===== src/rtl/rdw_pkg.sv =====
package rdw_pkg;

  // Fixed field widths of the block.
  localparam int VecW    = 16;
  localparam int ColorW  = 16;
  localparam int WeightW = 24;
  localparam int FracW   = VecW - 2;
  localparam int RatioW  = 16;
  localparam int ArW     = 21;
  localparam int SqrtW   = 15;
  localparam int DenW    = 18;
  localparam int NumW    = FracW + 16;
  localparam int CfgIdxW = 3;

  // Exit cosine threshold, 0.01 in Q1.14.
  localparam int CosThr = ((1 << FracW) + 50) / 100;

  typedef enum logic [CfgIdxW-1:0] {
    RegIndexRatio   = 3'd0,
    RegInverseIndex = 3'd1,
    RegTransRed     = 3'd2,
    RegTransGreen   = 3'd3,
    RegTransBlue    = 3'd4
  } reg_index_e;

  typedef logic signed [VecW-1:0] vec_t;
  typedef logic signed [VecW:0]   mvec_t;

  // Per-ray values that ride along the square root pipeline.
  typedef struct packed {
    mvec_t             mx;
    mvec_t             my;
    mvec_t             mz;
    vec_t              vx;
    vec_t              vy;
    vec_t              vz;
    logic [RatioW-1:0] r;
    logic [ArW-1:0]    ar;
    logic              tir;
  } rdw_side_t;

  // Per-ray values that ride along the divider pipeline.
  typedef struct packed {
    vec_t lx;
    vec_t ly;
    vec_t lz;
    logic tir;
    logic graze;
  } rdw_dir_t;

endpackage


===== src/rtl/rdw_sqrt.sv =====
module rdw_sqrt (
  input  logic                      clk_i,
  input  logic                      rst_ni,
  input  logic                      en_i,
  input  logic                      valid_i,
  input  logic [rdw_pkg::SqrtW-1:0] disc_i,
  input  rdw_pkg::rdw_side_t        side_i,
  output logic                      valid_o,
  output logic [rdw_pkg::SqrtW-1:0] root_o,
  output rdw_pkg::rdw_side_t        side_o
);

  localparam int N    = rdw_pkg::SqrtW;
  localparam int RemW = 2 * N;

  logic [N-1:0]              vld_q;
  logic [N-1:0]              root_q [N];
  logic [RemW-1:0]           rem_q  [N-1];
  rdw_pkg::rdw_side_t        side_q [N];

  always_ff @(posedge clk_i or negedge rst_ni) begin
    if (!rst_ni) begin
      vld_q <= '0;
    end else if (en_i) begin
      vld_q <= {vld_q[N-2:0], valid_i};
    end
  end

  // One root bit per stage, most significant first; rem holds x - root^2.
  for (genvar j = 0; j < N; j++) begin : g_stage
    logic [RemW-1:0] rem_in, delta, rem_out;
    logic [N-1:0]    root_in;
    logic            take;
    rdw_pkg::rdw_side_t side_in;

    if (j == 0) begin : g_first
      assign rem_in  = {1'b0, disc_i, {rdw_pkg::FracW{1'b0}}};
      assign root_in = '0;
      assign side_in = side_i;
    end else begin : g_next
      assign rem_in  = rem_q[j-1];
      assign root_in = root_q[j-1];
      assign side_in = side_q[j-1];
    end

    always_comb begin
      delta   = ({{N{1'b0}}, root_in} << (N - j)) + (RemW'(1) << (2 * (N - 1 - j)));
      take    = (rem_in >= delta);
      rem_out = take ? (rem_in - delta) : rem_in;
    end

    always_ff @(posedge clk_i) begin
      if (en_i) begin
        root_q[j] <= root_in | (N'(take) << (N - 1 - j));
        side_q[j] <= side_in;
      end
    end

    if (j < N - 1) begin : g_rem
      always_ff @(posedge clk_i) begin
        if (en_i) begin
          rem_q[j] <= rem_out;
        end
      end
    end
  end

  assign valid_o = vld_q[N-1];
  assign root_o  = root_q[N-1];
  assign side_o  = side_q[N-1];

endmodule


===== config.mk =====
export PLATFORM = sky130hd
export DESIGN_NAME = rdw_sqrt
export DESIGN_NICKNAME = d
export VERILOG_FILES = /design/src/rtl/rdw_pkg.sv /design/src/rtl/rdw_sqrt.sv
export SDC_FILE = /design/constraint.sdc
export NUM_CORES = 2
export LEC_CHECK = 0
export ABC_AREA = 1
export BUFFER_PORTS_ARGS = -buffer_cell sky130_fd_sc_hd__buf_2
export CORE_UTILIZATION = 29
export CTS_BUF_LIST = sky130_fd_sc_hd__clkbuf_16
export DETAILED_ROUTE_END_ITERATION = 7
export PLACE_DENSITY_LB_ADDON = 0.1
export SLEW_MARGIN = 20
export SYNTH_ARGS = -nofsm -noshare
export SYNTH_HDL_FRONTEND = slang
export SYNTH_SLANG_ARGS = --single-unit

===== constraint.sdc =====
create_clock -name clk_i -period 4.5 [get_ports clk_i]
set_input_delay 0.45 -clock clk_i [delete_from_list [all_inputs] [get_ports clk_i]]
set_output_delay 0.45 -clock clk_i [all_outputs]
set_load 0.01 [all_outputs]

==> metrics <==
status complete, no violations; Distinct cells, synth 54; Die Area ~290000 um2; Die W 541.8 um; largest net degree at the start of global routing 127; Std-Cell Rows approximately 200; PostCTS Resize Cnt 0; Least-Margin Pin Slew approximately 940 ps; number of primary I/O pins just over 300; vias per cell roughly 4; cts hold-fix bufs between 150 and 200; FILL cells around 27000; LEAKAGE approximately 37 nW; Synth area leaders edfxtp_1, nand2_1, ha_1; switching power around 12 mW; maxcap violations 0; Clk Tree Root Cell clkbuf_16; vias post-DR 38090; Clock Skews approximately 40 ps; Seq/Total Area, Yosys 0.8699; Final Hold Viols 0; dpl ws approximately 1800 ps; critical setup path kind flop to flop; CTS clk-pin slew, worst paths about 60 ps; gr ovfl total 0; critical path startpoint category flop; Nets approximately 5700; CORE AREA 288900 um2; Bufs on Longest Clock Path 4; top_reg_cell synth edfxtp_1; CP dominant cell by count nand2_1; WP data required 5070 ps; clock share of power 0.414; global-route wire length before repair between 200000 and 250000 um; Starting Density 0.2925; vias in the first global route approximately 39000; Die Span Y ~540 um; WP buf/inv 3; synthesized area between 80000 and 90000 um2; peak supply drop between 0.0002 and 0.0003 V; f_max between 0.3 and 0.4 GHz; Sw Ratio 0.2242; worst-skew pair later-pin latency about 850 ps; Setup Fix Bufs, Post-CTS 0; Max Slew Vio Count 0; Flop pwr share 0.525; placed instance area 91360 um2; max incr delay on CP 420 ps; Crit Path Max Fanout 22; min Tclk post-route around 2700 ps; syn avg cell area between 15 and 20 um2; Inserted Clock Buffers roughly 290; DR pass1 iterations 5; Iteration-0 DRC Markers 2415; most area-hungry cell type in the Yosys netlist edfxtp_1; synthesis-stage register bit count 2450; number of clock sinks 2450; setup TNS 0 ps; CP arrival 3240 ps; Commonest cells post-synth edfxtp_1, nand2_1, inv_1; CTS H-tree depth 5; overall fraction of global-route tracks in use 0.09345; fin util 0.3526; Synth top area share 0.8655; PortBufs between 300 and 400; Comb power frac 0.061; Setup-failing EPs final 0; Final Cell Area approximately 100000 um2; crit share post-route 0.5938; Yosys warnings 0; RSZ-0062 raised after global routing no; drt wl/cell roughly 15 um; Post-DP HPWL around 84000 um; async set-reset flop share out of synthesis 0.006122; most frequent cell after synthesis edfxtp_1; Final Wtd Congestion around 0.83; HP Class input port to flop; aggregate routed wire length 139300 um; max_slew headroom 0.3742; Worst setup EP type flop; # DRC 0; Area Overhead vs Synth 20.57%; layout cells sized above 1 0.1519; critical path's slowest cell edfxtp_1; Cell Chain, Critical Path ha_1, inv_1, fa_1, inv_1, nand3_1, nand3_1, nand2_1, nand2_1, nand2_1, nand2_2, inv_2, nand2_1, o21ai_1; EDFF count, synth between 2000 and 2500; PwrDens around 520 nW/um2; fin worst setup slack ~1800 ps; post-route ant nets 0; CTS tree done; Syn Inst Count approximately 4600; antenna violations before repair 13; Internal approximately 41 mW; family with the most delay on the worst path simple AND/OR/NAND/NOR gates
==> final timing paths <==
path | start | end | slack, ps | depth (start not counted)
max in group asynchronous | rst_ni | vld_q[1] | 2830 | 4
worst max register to register | rem_q[1][96] | rem_q[1][127] | 1830 | 13
worst max-delay path | rem_q[1][96] | rem_q[1][127] | 1830 | 13
worst min-delay path | en_i | side_q[0][39] | 90 | 1
worst min register to register | side_q[0][422] | side_q[0][559] | 400 | 0
min in group asynchronous | rst_ni | vld_q[11] | 540 | 3
==> routing by layer <==
metal / global-route usage / vias up / wire length, um
met2: 0.1481 / 701 / 63570
met3: 0.01957 / 343 / 6032
met4: 0.04494 / 2 / 5834
met5: 0 / - / 11
met1: 0.1219 / 18500 / 63890
li1: - / 18550 / -
==> placed cells by master, fill, tap and decap left out, types with 4 or more instances in the layout <==
master,instances
nand2_1,699
clkinv_2,49
a21oi_2,17
clkinv_1,62
inv_1,447
nand3_1,149
nand4_1,40
clkbuf_16,290
o21ai_1,38
ha_1,118
inv_6,10
or2_2,8
nand2_2,16
inv_2,7
inv_16,7
edfxtp_1,2435
nor2_2,4
buf_12,19
and2_1,4
clkinv_16,4
o21ai_0,75
bufinv_16,17
a21oi_1,104
dlygate4sd3_1,156
diode_2,6
clkinv_8,4
fa_1,6
nand3b_1,28
nor4_1,16
buf_4,41
buf_2,307
nand3_2,9
xor2_1,30
o21ai_2,21
nor3_1,26
nor2_1,244
xnor2_1,48
clkinv_4,5
dfrtp_1,15
==> final cells by class <==
type / instances / area (um2) / share of cell area
antenna: 6 / 15.01 / 0.0001474
clock inverter: 217 / 1674 / 0.01643
inverter: 400 / 1514 / 0.01486
multi-input combinational: 1735 / 9273 / 0.09103
sequential: 2450 / 73500 / 0.7215
clock buffer: 290 / 7257 / 0.07124
tap: 3880 / 4855 / 0.04766
timing repair buffer: 523 / 3786 / 0.03717
==> power by group through the flow <==
stage               Clock (mW)  Sequential (mW)  Combinational (mW)
floorplan                    0             27.9                1.88
global placement             0             28.1                3.14
detailed placement           0             28.1                3.16
CTS                       22.9             27.7                3.28
global route              23.7             27.8                3.66
finish                    21.8             27.6                3.21
==> flip-flops by register name, summed over array words and instances (netlist names) <==
name and count:
root_q 120, side_q 2055, rem_q 260, vld_q 15
==> cell families (layout without fill, tap and decap cells) <==
logic type / after synthesis / count (layout) / synth area share
AND/OR/NAND/NOR: 1258 / 1258 / 0.06409
flip-flops: 2450 / 2450 / 0.8699
other: 1 / 8 / 0.00004439
XOR/XNOR: 78 / 78 / 0.008086
multiplexers: 1 / 1 / 0.0001333
AO/OA/AOI/OAI: 272 / 272 / 0.01845
adder cells (fa/ha/maj): 124 / 124 / 0.01890
buffers and inverters: 422 / 1430 / 0.02039
==> worst register-to-register path: cells and delay by family, from the launching register on <==
family	cells	cell delay, ps
AND/OR/NAND/NOR	7	880
adder cells (fa/ha/maj)	2	590
buffers and inverters	3	460
flip-flops	1	420
AO/OA/AOI/OAI	1	70
==> through the flow <==
step	power, mW	std cells	hold WS [ps]
6_report	52.69	9501	94.18
4_1_cts	53.86	9495	53.10
3_5_place_dp	31.30	8832	385.5
3_3_place_gp	31.24	8832	376.7
5_1_grt	55.16	9500	83.16
2_1_floorplan	29.75	4607	154.4
No activity file was read; power rests on OpenSTA's default activity.
