<file path="src/rtl/rdw_pkg.sv">
package rdw_pkg;

  // Fixed field widths of the block.
  localparam int VecW    = 16;
  localparam int ColorW  = 16;
  localparam int WeightW = 24;
  localparam int FracW   = VecW - 2;
  localparam int RatioW  = 16;
  localparam int ArW     = 21;
  localparam int SqrtW   = 15;
  localparam int DenW    = 18;
  localparam int NumW    = FracW + 16;
  localparam int CfgIdxW = 3;

  // Exit cosine threshold, 0.01 in Q1.14.
  localparam int CosThr = ((1 << FracW) + 50) / 100;

  typedef enum logic [CfgIdxW-1:0] {
    RegIndexRatio   = 3'd0,
    RegInverseIndex = 3'd1,
    RegTransRed     = 3'd2,
    RegTransGreen   = 3'd3,
    RegTransBlue    = 3'd4
  } reg_index_e;

  typedef logic signed [VecW-1:0] vec_t;
  typedef logic signed [VecW:0]   mvec_t;

  // Per-ray values that ride along the square root pipeline.
  typedef struct packed {
    mvec_t             mx;
    mvec_t             my;
    mvec_t             mz;
    vec_t              vx;
    vec_t              vy;
    vec_t              vz;
    logic [RatioW-1:0] r;
    logic [ArW-1:0]    ar;
    logic              tir;
  } rdw_side_t;

  // Per-ray values that ride along the divider pipeline.
  typedef struct packed {
    vec_t lx;
    vec_t ly;
    vec_t lz;
    logic tir;
    logic graze;
  } rdw_dir_t;

endpackage

</file>
<file path="src/rtl/rdw_div.sv">
module rdw_div (
  input  logic                     clk_i,
  input  logic                     en_i,
  input  logic [rdw_pkg::NumW-1:0] num_i,
  input  logic [rdw_pkg::DenW-1:0] den_i,
  output logic [rdw_pkg::NumW-1:0] quo_o
);

  localparam int N = rdw_pkg::NumW;
  localparam int D = rdw_pkg::DenW;

  logic [N-1:0] quo_q [N];
  logic [D-1:0] rem_q [N-1];
  logic [N-1:0] num_q [N-1];
  logic [D-1:0] den_q [N-1];

  // Restoring division, one quotient bit per stage, most significant first.
  for (genvar j = 0; j < N; j++) begin : g_stage
    logic [D-1:0] rem_in, den_in;
    logic [N-1:0] num_in, quo_in;
    logic [D:0]   rem_sh, rem_out;
    logic         take;

    if (j == 0) begin : g_first
      assign rem_in = '0;
      assign num_in = num_i;
      assign den_in = den_i;
      assign quo_in = '0;
    end else begin : g_next
      assign rem_in = rem_q[j-1];
      assign num_in = num_q[j-1];
      assign den_in = den_q[j-1];
      assign quo_in = quo_q[j-1];
    end

    always_comb begin
      rem_sh  = {rem_in, num_in[N-1-j]};
      take    = (rem_sh >= {1'b0, den_in});
      rem_out = take ? (rem_sh - {1'b0, den_in}) : rem_sh;
    end

    always_ff @(posedge clk_i) begin
      if (en_i) begin
        quo_q[j] <= quo_in | (N'(take) << (N - 1 - j));
      end
    end

    if (j < N - 1) begin : g_carry
      always_ff @(posedge clk_i) begin
        if (en_i) begin
          rem_q[j] <= rem_out[D-1:0];
          num_q[j] <= num_in;
          den_q[j] <= den_in;
        end
      end
    end
  end

  assign quo_o = quo_q[N-1];

endmodule

</file>
<file path="config.mk">
export PLATFORM = sky130hd
export DESIGN_NAME = rdw_div
export DESIGN_NICKNAME = d
export VERILOG_FILES = /design/src/rtl/rdw_pkg.sv /design/src/rtl/rdw_div.sv
export SDC_FILE = /design/constraint.sdc
export NUM_CORES = 2
export LEC_CHECK = 0
export BUFFER_PORTS_ARGS = -buffer_cell sky130_fd_sc_hd__buf_2
export CAP_MARGIN = 30
export CORE_AREA = 2 2 340 426
export CTS_CLUSTER_DIAMETER = 100
export DETAILED_ROUTE_END_ITERATION = 16
export DIE_AREA = 0 0 342 428
export PLACE_DENSITY = 0.8
export SLEW_MARGIN = 20
export SYNTH_ARGS = -nofsm -noshare
export SYNTH_HDL_FRONTEND = slang
export SYNTH_SLANG_ARGS = --single-unit
</file>
<file path="constraint.sdc">
create_clock -name clk_i -period 3.5 [get_ports clk_i]
set_clock_uncertainty 0.05 [all_clocks]
set_input_delay 0.525 -clock clk_i [delete_from_list [all_inputs] [get_ports clk_i]]
set_output_delay 0.525 -clock clk_i [all_outputs]
set_load 0.005 [all_outputs]
</file>
==> summary.md <==
| Metric | Value |
|---|---|
| Result of the run | `finished clean` |
| Total of fill cells in the finished design | `9242` |
| Final period util | `0.9723` |
| Overall routing resource usage | `0.2398` |
| Mean area per synthesized cell | `13.72 um2` |
| Required time of the critical path | `4.02 ns` |
| Antenna Diode Count | `0` |
| Number of pins exceeding their max-slew limit in the final report | `0` |
| Std cell rows | `155` |
| Peak clock frequency supported by timing | `0.2939 GHz` |
| Unrepaired setup endpoints after global routing | `no` |
| Number of iterations in the first detailed-routing pass | `8` |
| Critical Setup Path Class | `reg -> reg` |
| Maximum number of buffers from clock root to sink | `3` |
| Height of the die | `428 um` |
| Number of enable-type register cells in the synthesized netlist | `1944` |
| Shortest clock period the worst path allows after layout | `3.403 ns` |
| Via count normalized by instance count | `5.849` |
| Count of synthesis-stage warnings from yosys | `0` |
| Core Region | `142300 um2` |
| CTS H-tree lvls | `4` |
| Static Leak | `39.47 nW` |
| CP max-delay cell | `sky130_fd_sc_hd__o21ai_0` |
| Area of all sequential standard cells | `58380 um2` |
| Endpoint class of the critical path | `register` |
| Net count after synthesis | `7199` |
| Final Hold Violating Endpoints | `0` |
| Count of antenna-violating nets left after detailed routing | `0` |
| Maximum number of pins on one net before global-route repair | `150` |
| FFs w/ async S/R, synth | `0` |
| Starting utilization of the core area | `0.6360` |
| Ports | `80` |
| Final weighted congestion in routability-driven placement | `0.9193` |
| Overall overflow remaining after global route | `0` |
| Port bufs | `79` |
| Die area | `146400 um2` |
| Clock root buffer master | `sky130_fd_sc_hd__clkbuf_16` |
| DRC viols | `0` |
| Number of global-route vias before repair | `53100` |
| CTS clk-pin slew, worst paths | `0.06 ns` |
| Post-DP HPWL | `124.5 mm` |
| Most used flip-flop cell after synthesis | `sky130_fd_sc_hd__edfxtp_1` |
| Summed instance area of the synthesized netlist | `90530 um2` |
| Horizontal die dimension | `342 um` |
| Clock tree sinks | `1944` |
| DR iter-0 viols | `3334` |
| Max cap viols | `0` |
| Routed wire length per instance | `19.57 um` |
| Worst slew margin relative to its limit | `0.4406` |
| Final #Nets | `7538` |
| Global-route wire length before repair | `275.9 mm` |
| Class of the tightest hold or removal check | `in -> reg` |
| PD cells | `881.2 nW/um2` |
| Total wirelength of the detailed-routed design | `175.7 mm` |
| Share of cells above drive strength 1 | `0.1264` |
| Flip-flop and latch count after synthesis | `1944` |
| CTS tree | `done` |
| Crit path largest cell delay | `0.50 ns` |
| Number of setup buffers added after CTS | `0` |
| Antenna violations before repair | `1` |
| Setup TNS | `0 ns` |
| Critical-path maximum fanout | `3` |
| Part of the Yosys area used for sequential elements | `0.6448` |
| Combined area of the multi-input logic cells | `29210 um2` |
| Crit-path cells | `ha_1 -> nor2b_1 -> o31a_1 -> o41ai_1 -> o22ai_1 -> or2_2 -> o21ai_0 -> xnor2_1 -> mux2_1` |
| Max rail drop VDD | `0.5854 mV` |
| Num CTS Buffers | `181` |
| Vias post-DR | `52520` |
| Number of non-filler instances in the completed layout | `8978` |
| Slew at the pin closest to its max-slew limit | `0.8315 ns` |
| Critical path startpoint category | `register` |
| Worst-skew pair later-pin latency | `0.84 ns` |
| Number of failing setup endpoints in the final timing report | `0` |
| Total power consumption of the routed design | `89.10 mW` |
| Cells after Synth | `6597` |
| Signed area change from the synthesized netlist to the final layout | `11.69%` |
| Netlist cell types | `89` |
| Reg2reg setup slack | `0.1 ns` |
| Data arrival at the endpoint of the critical path | `3.93 ns` |
| DP Cell Count | `8590` |
-- cell usage in the layout, fill, tap and decap left out, drive strengths merged, types with 19 or more instances in the layout --
cell type and instances:
o21ai 319, mux2 327, ha 524, a31oi 30, inv 659, o21a 72
nor3 57, nand3 118, a21oi 475, buf 227, bufinv 29, and2 19
clkinv 84, a31o 20, edfxtp 1944, xnor2 250, nor2 400, mux2i 27
o211ai 24, clkbuf 203, o21bai 31, a311oi 32, and3 46, fa 28
xor2 128, nand2 251, nand4 58, nor2b 73, a21o 202, nand2b 60
a211oi 46, o31a 33, dlygate4sd3 47
-- Yosys cell counts (all sizes together), types with 16 or more instances --
library cell  number  share of area
mux2             327          0.041
or2               16         0.0011
o21bai            31         0.0026
o21ai            319          0.018
inv              652          0.027
clkbuf            74         0.0031
fa                28         0.0062
o211ai            24         0.0020
ha               524          0.072
a211oi            46         0.0041
xor2             128          0.012
a21o             202          0.017
nand2b            60         0.0041
nor3              57         0.0032
a31oi             30         0.0022
a31o              20         0.0019
and2              19         0.0013
nand2            251          0.010
edfxtp          1944           0.64
o21a              72         0.0060
mux2i             27         0.0030
and3              46         0.0032
nor4              16         0.0012
nor2b             73         0.0050
xnor2            250          0.024
nand3            118         0.0066
a21oi            475          0.026
nor2             400          0.017
o22ai             17         0.0012
o31a              33         0.0032
a311oi            32         0.0031
nand4             58         0.0040
buf               44         0.0031
-- path summary, 6_finish.rpt --
path                         to  cells past startpoint           from
setup reg to reg  rem_q[15][15]                      9   rem_q[14][0]
hold reg to reg   quo_q[22][18]                      0  quo_q[21][18]
setup / recovery  rem_q[15][15]                      9   rem_q[14][0]
hold / removal     num_q[4][18]                      1           en_i
-- state kept, by name, indices dropped and copies added (netlist names) --
signal and count:
den_q 522, rem_q 522, num_q 435, quo_q 465
-- kinds of logic (layout without fill, tap and decap cells) --
kind of cell	Yosys count	after routing	synth area share
AO/OA/AOI/OAI	1434	1434	0.1011
XOR/XNOR	378	378	0.03657
adder cells (fa/ha/maj)	552	552	0.07861
buffers and inverters	770	1267	0.03323
flip-flops	1944	1944	0.6448
multiplexers	354	354	0.04428
AND/OR/NAND/NOR	1165	1165	0.06135
-- what timing repair did --
action,in CTS,in global routing
gates resized for setup,1,7
hold buffers,47,0
pin swaps,0,1
setup endpoints to repair,4,8
endpoints found under the hold margin,48,0
-- stage by stage --
step	utilization	setup WS [ns]	hold slack [ns]	area, um2
finish	0.7103	0.09710	0.07072	101100
global route	0.7103	0.01752	0.02836	101100
CTS	0.7101	0.1050	0.01029	101100
detailed placement	0.6622	0.03168	0.3545	94270
global placement	0.6622	0.1057	0.3500	94270
floorplan	-	0.4787	0.3503	90530
-- layout make-up --
class | instances | area share
flip-flops and latches | 1944 | 0.5773
multi-input cells | 3883 | 0.2889
clock buffers | 203 | 0.04561
inverters | 652 | 0.02420
repair buffers | 274 | 0.02366
well taps | 1884 | 0.02331
clock inverters | 138 | 0.01703
-- worst max-delay path, delay by kind of cell, from the launching register on --
family          cells  cell delay, ns
compound gates      4            1.39
flops               1            0.45
simple gates        2            0.50
mux                 1            0.31
xor+xnor            1            0.13
fa+ha+maj           1            0.33
-- metal layers --
metal / track usage / routed length, um / vias to the layer above
li1: - / - / 25230
met1: 0.2692 / 65950 / 25480
met2: 0.4429 / 94460 / 1371
met3: 0.03355 / 6821 / 437
met4: 0.1178 / 8457 / 0
met5: 0 / 0 / -
-- where the power goes --
part,switching (mW),internal [mW]
Clock,8.79,11.8
Sequential,2.62,32.1
Combinational,18.1,15.7
Total,29.5,59.6
No activity file was read; power rests on OpenSTA's default activity.
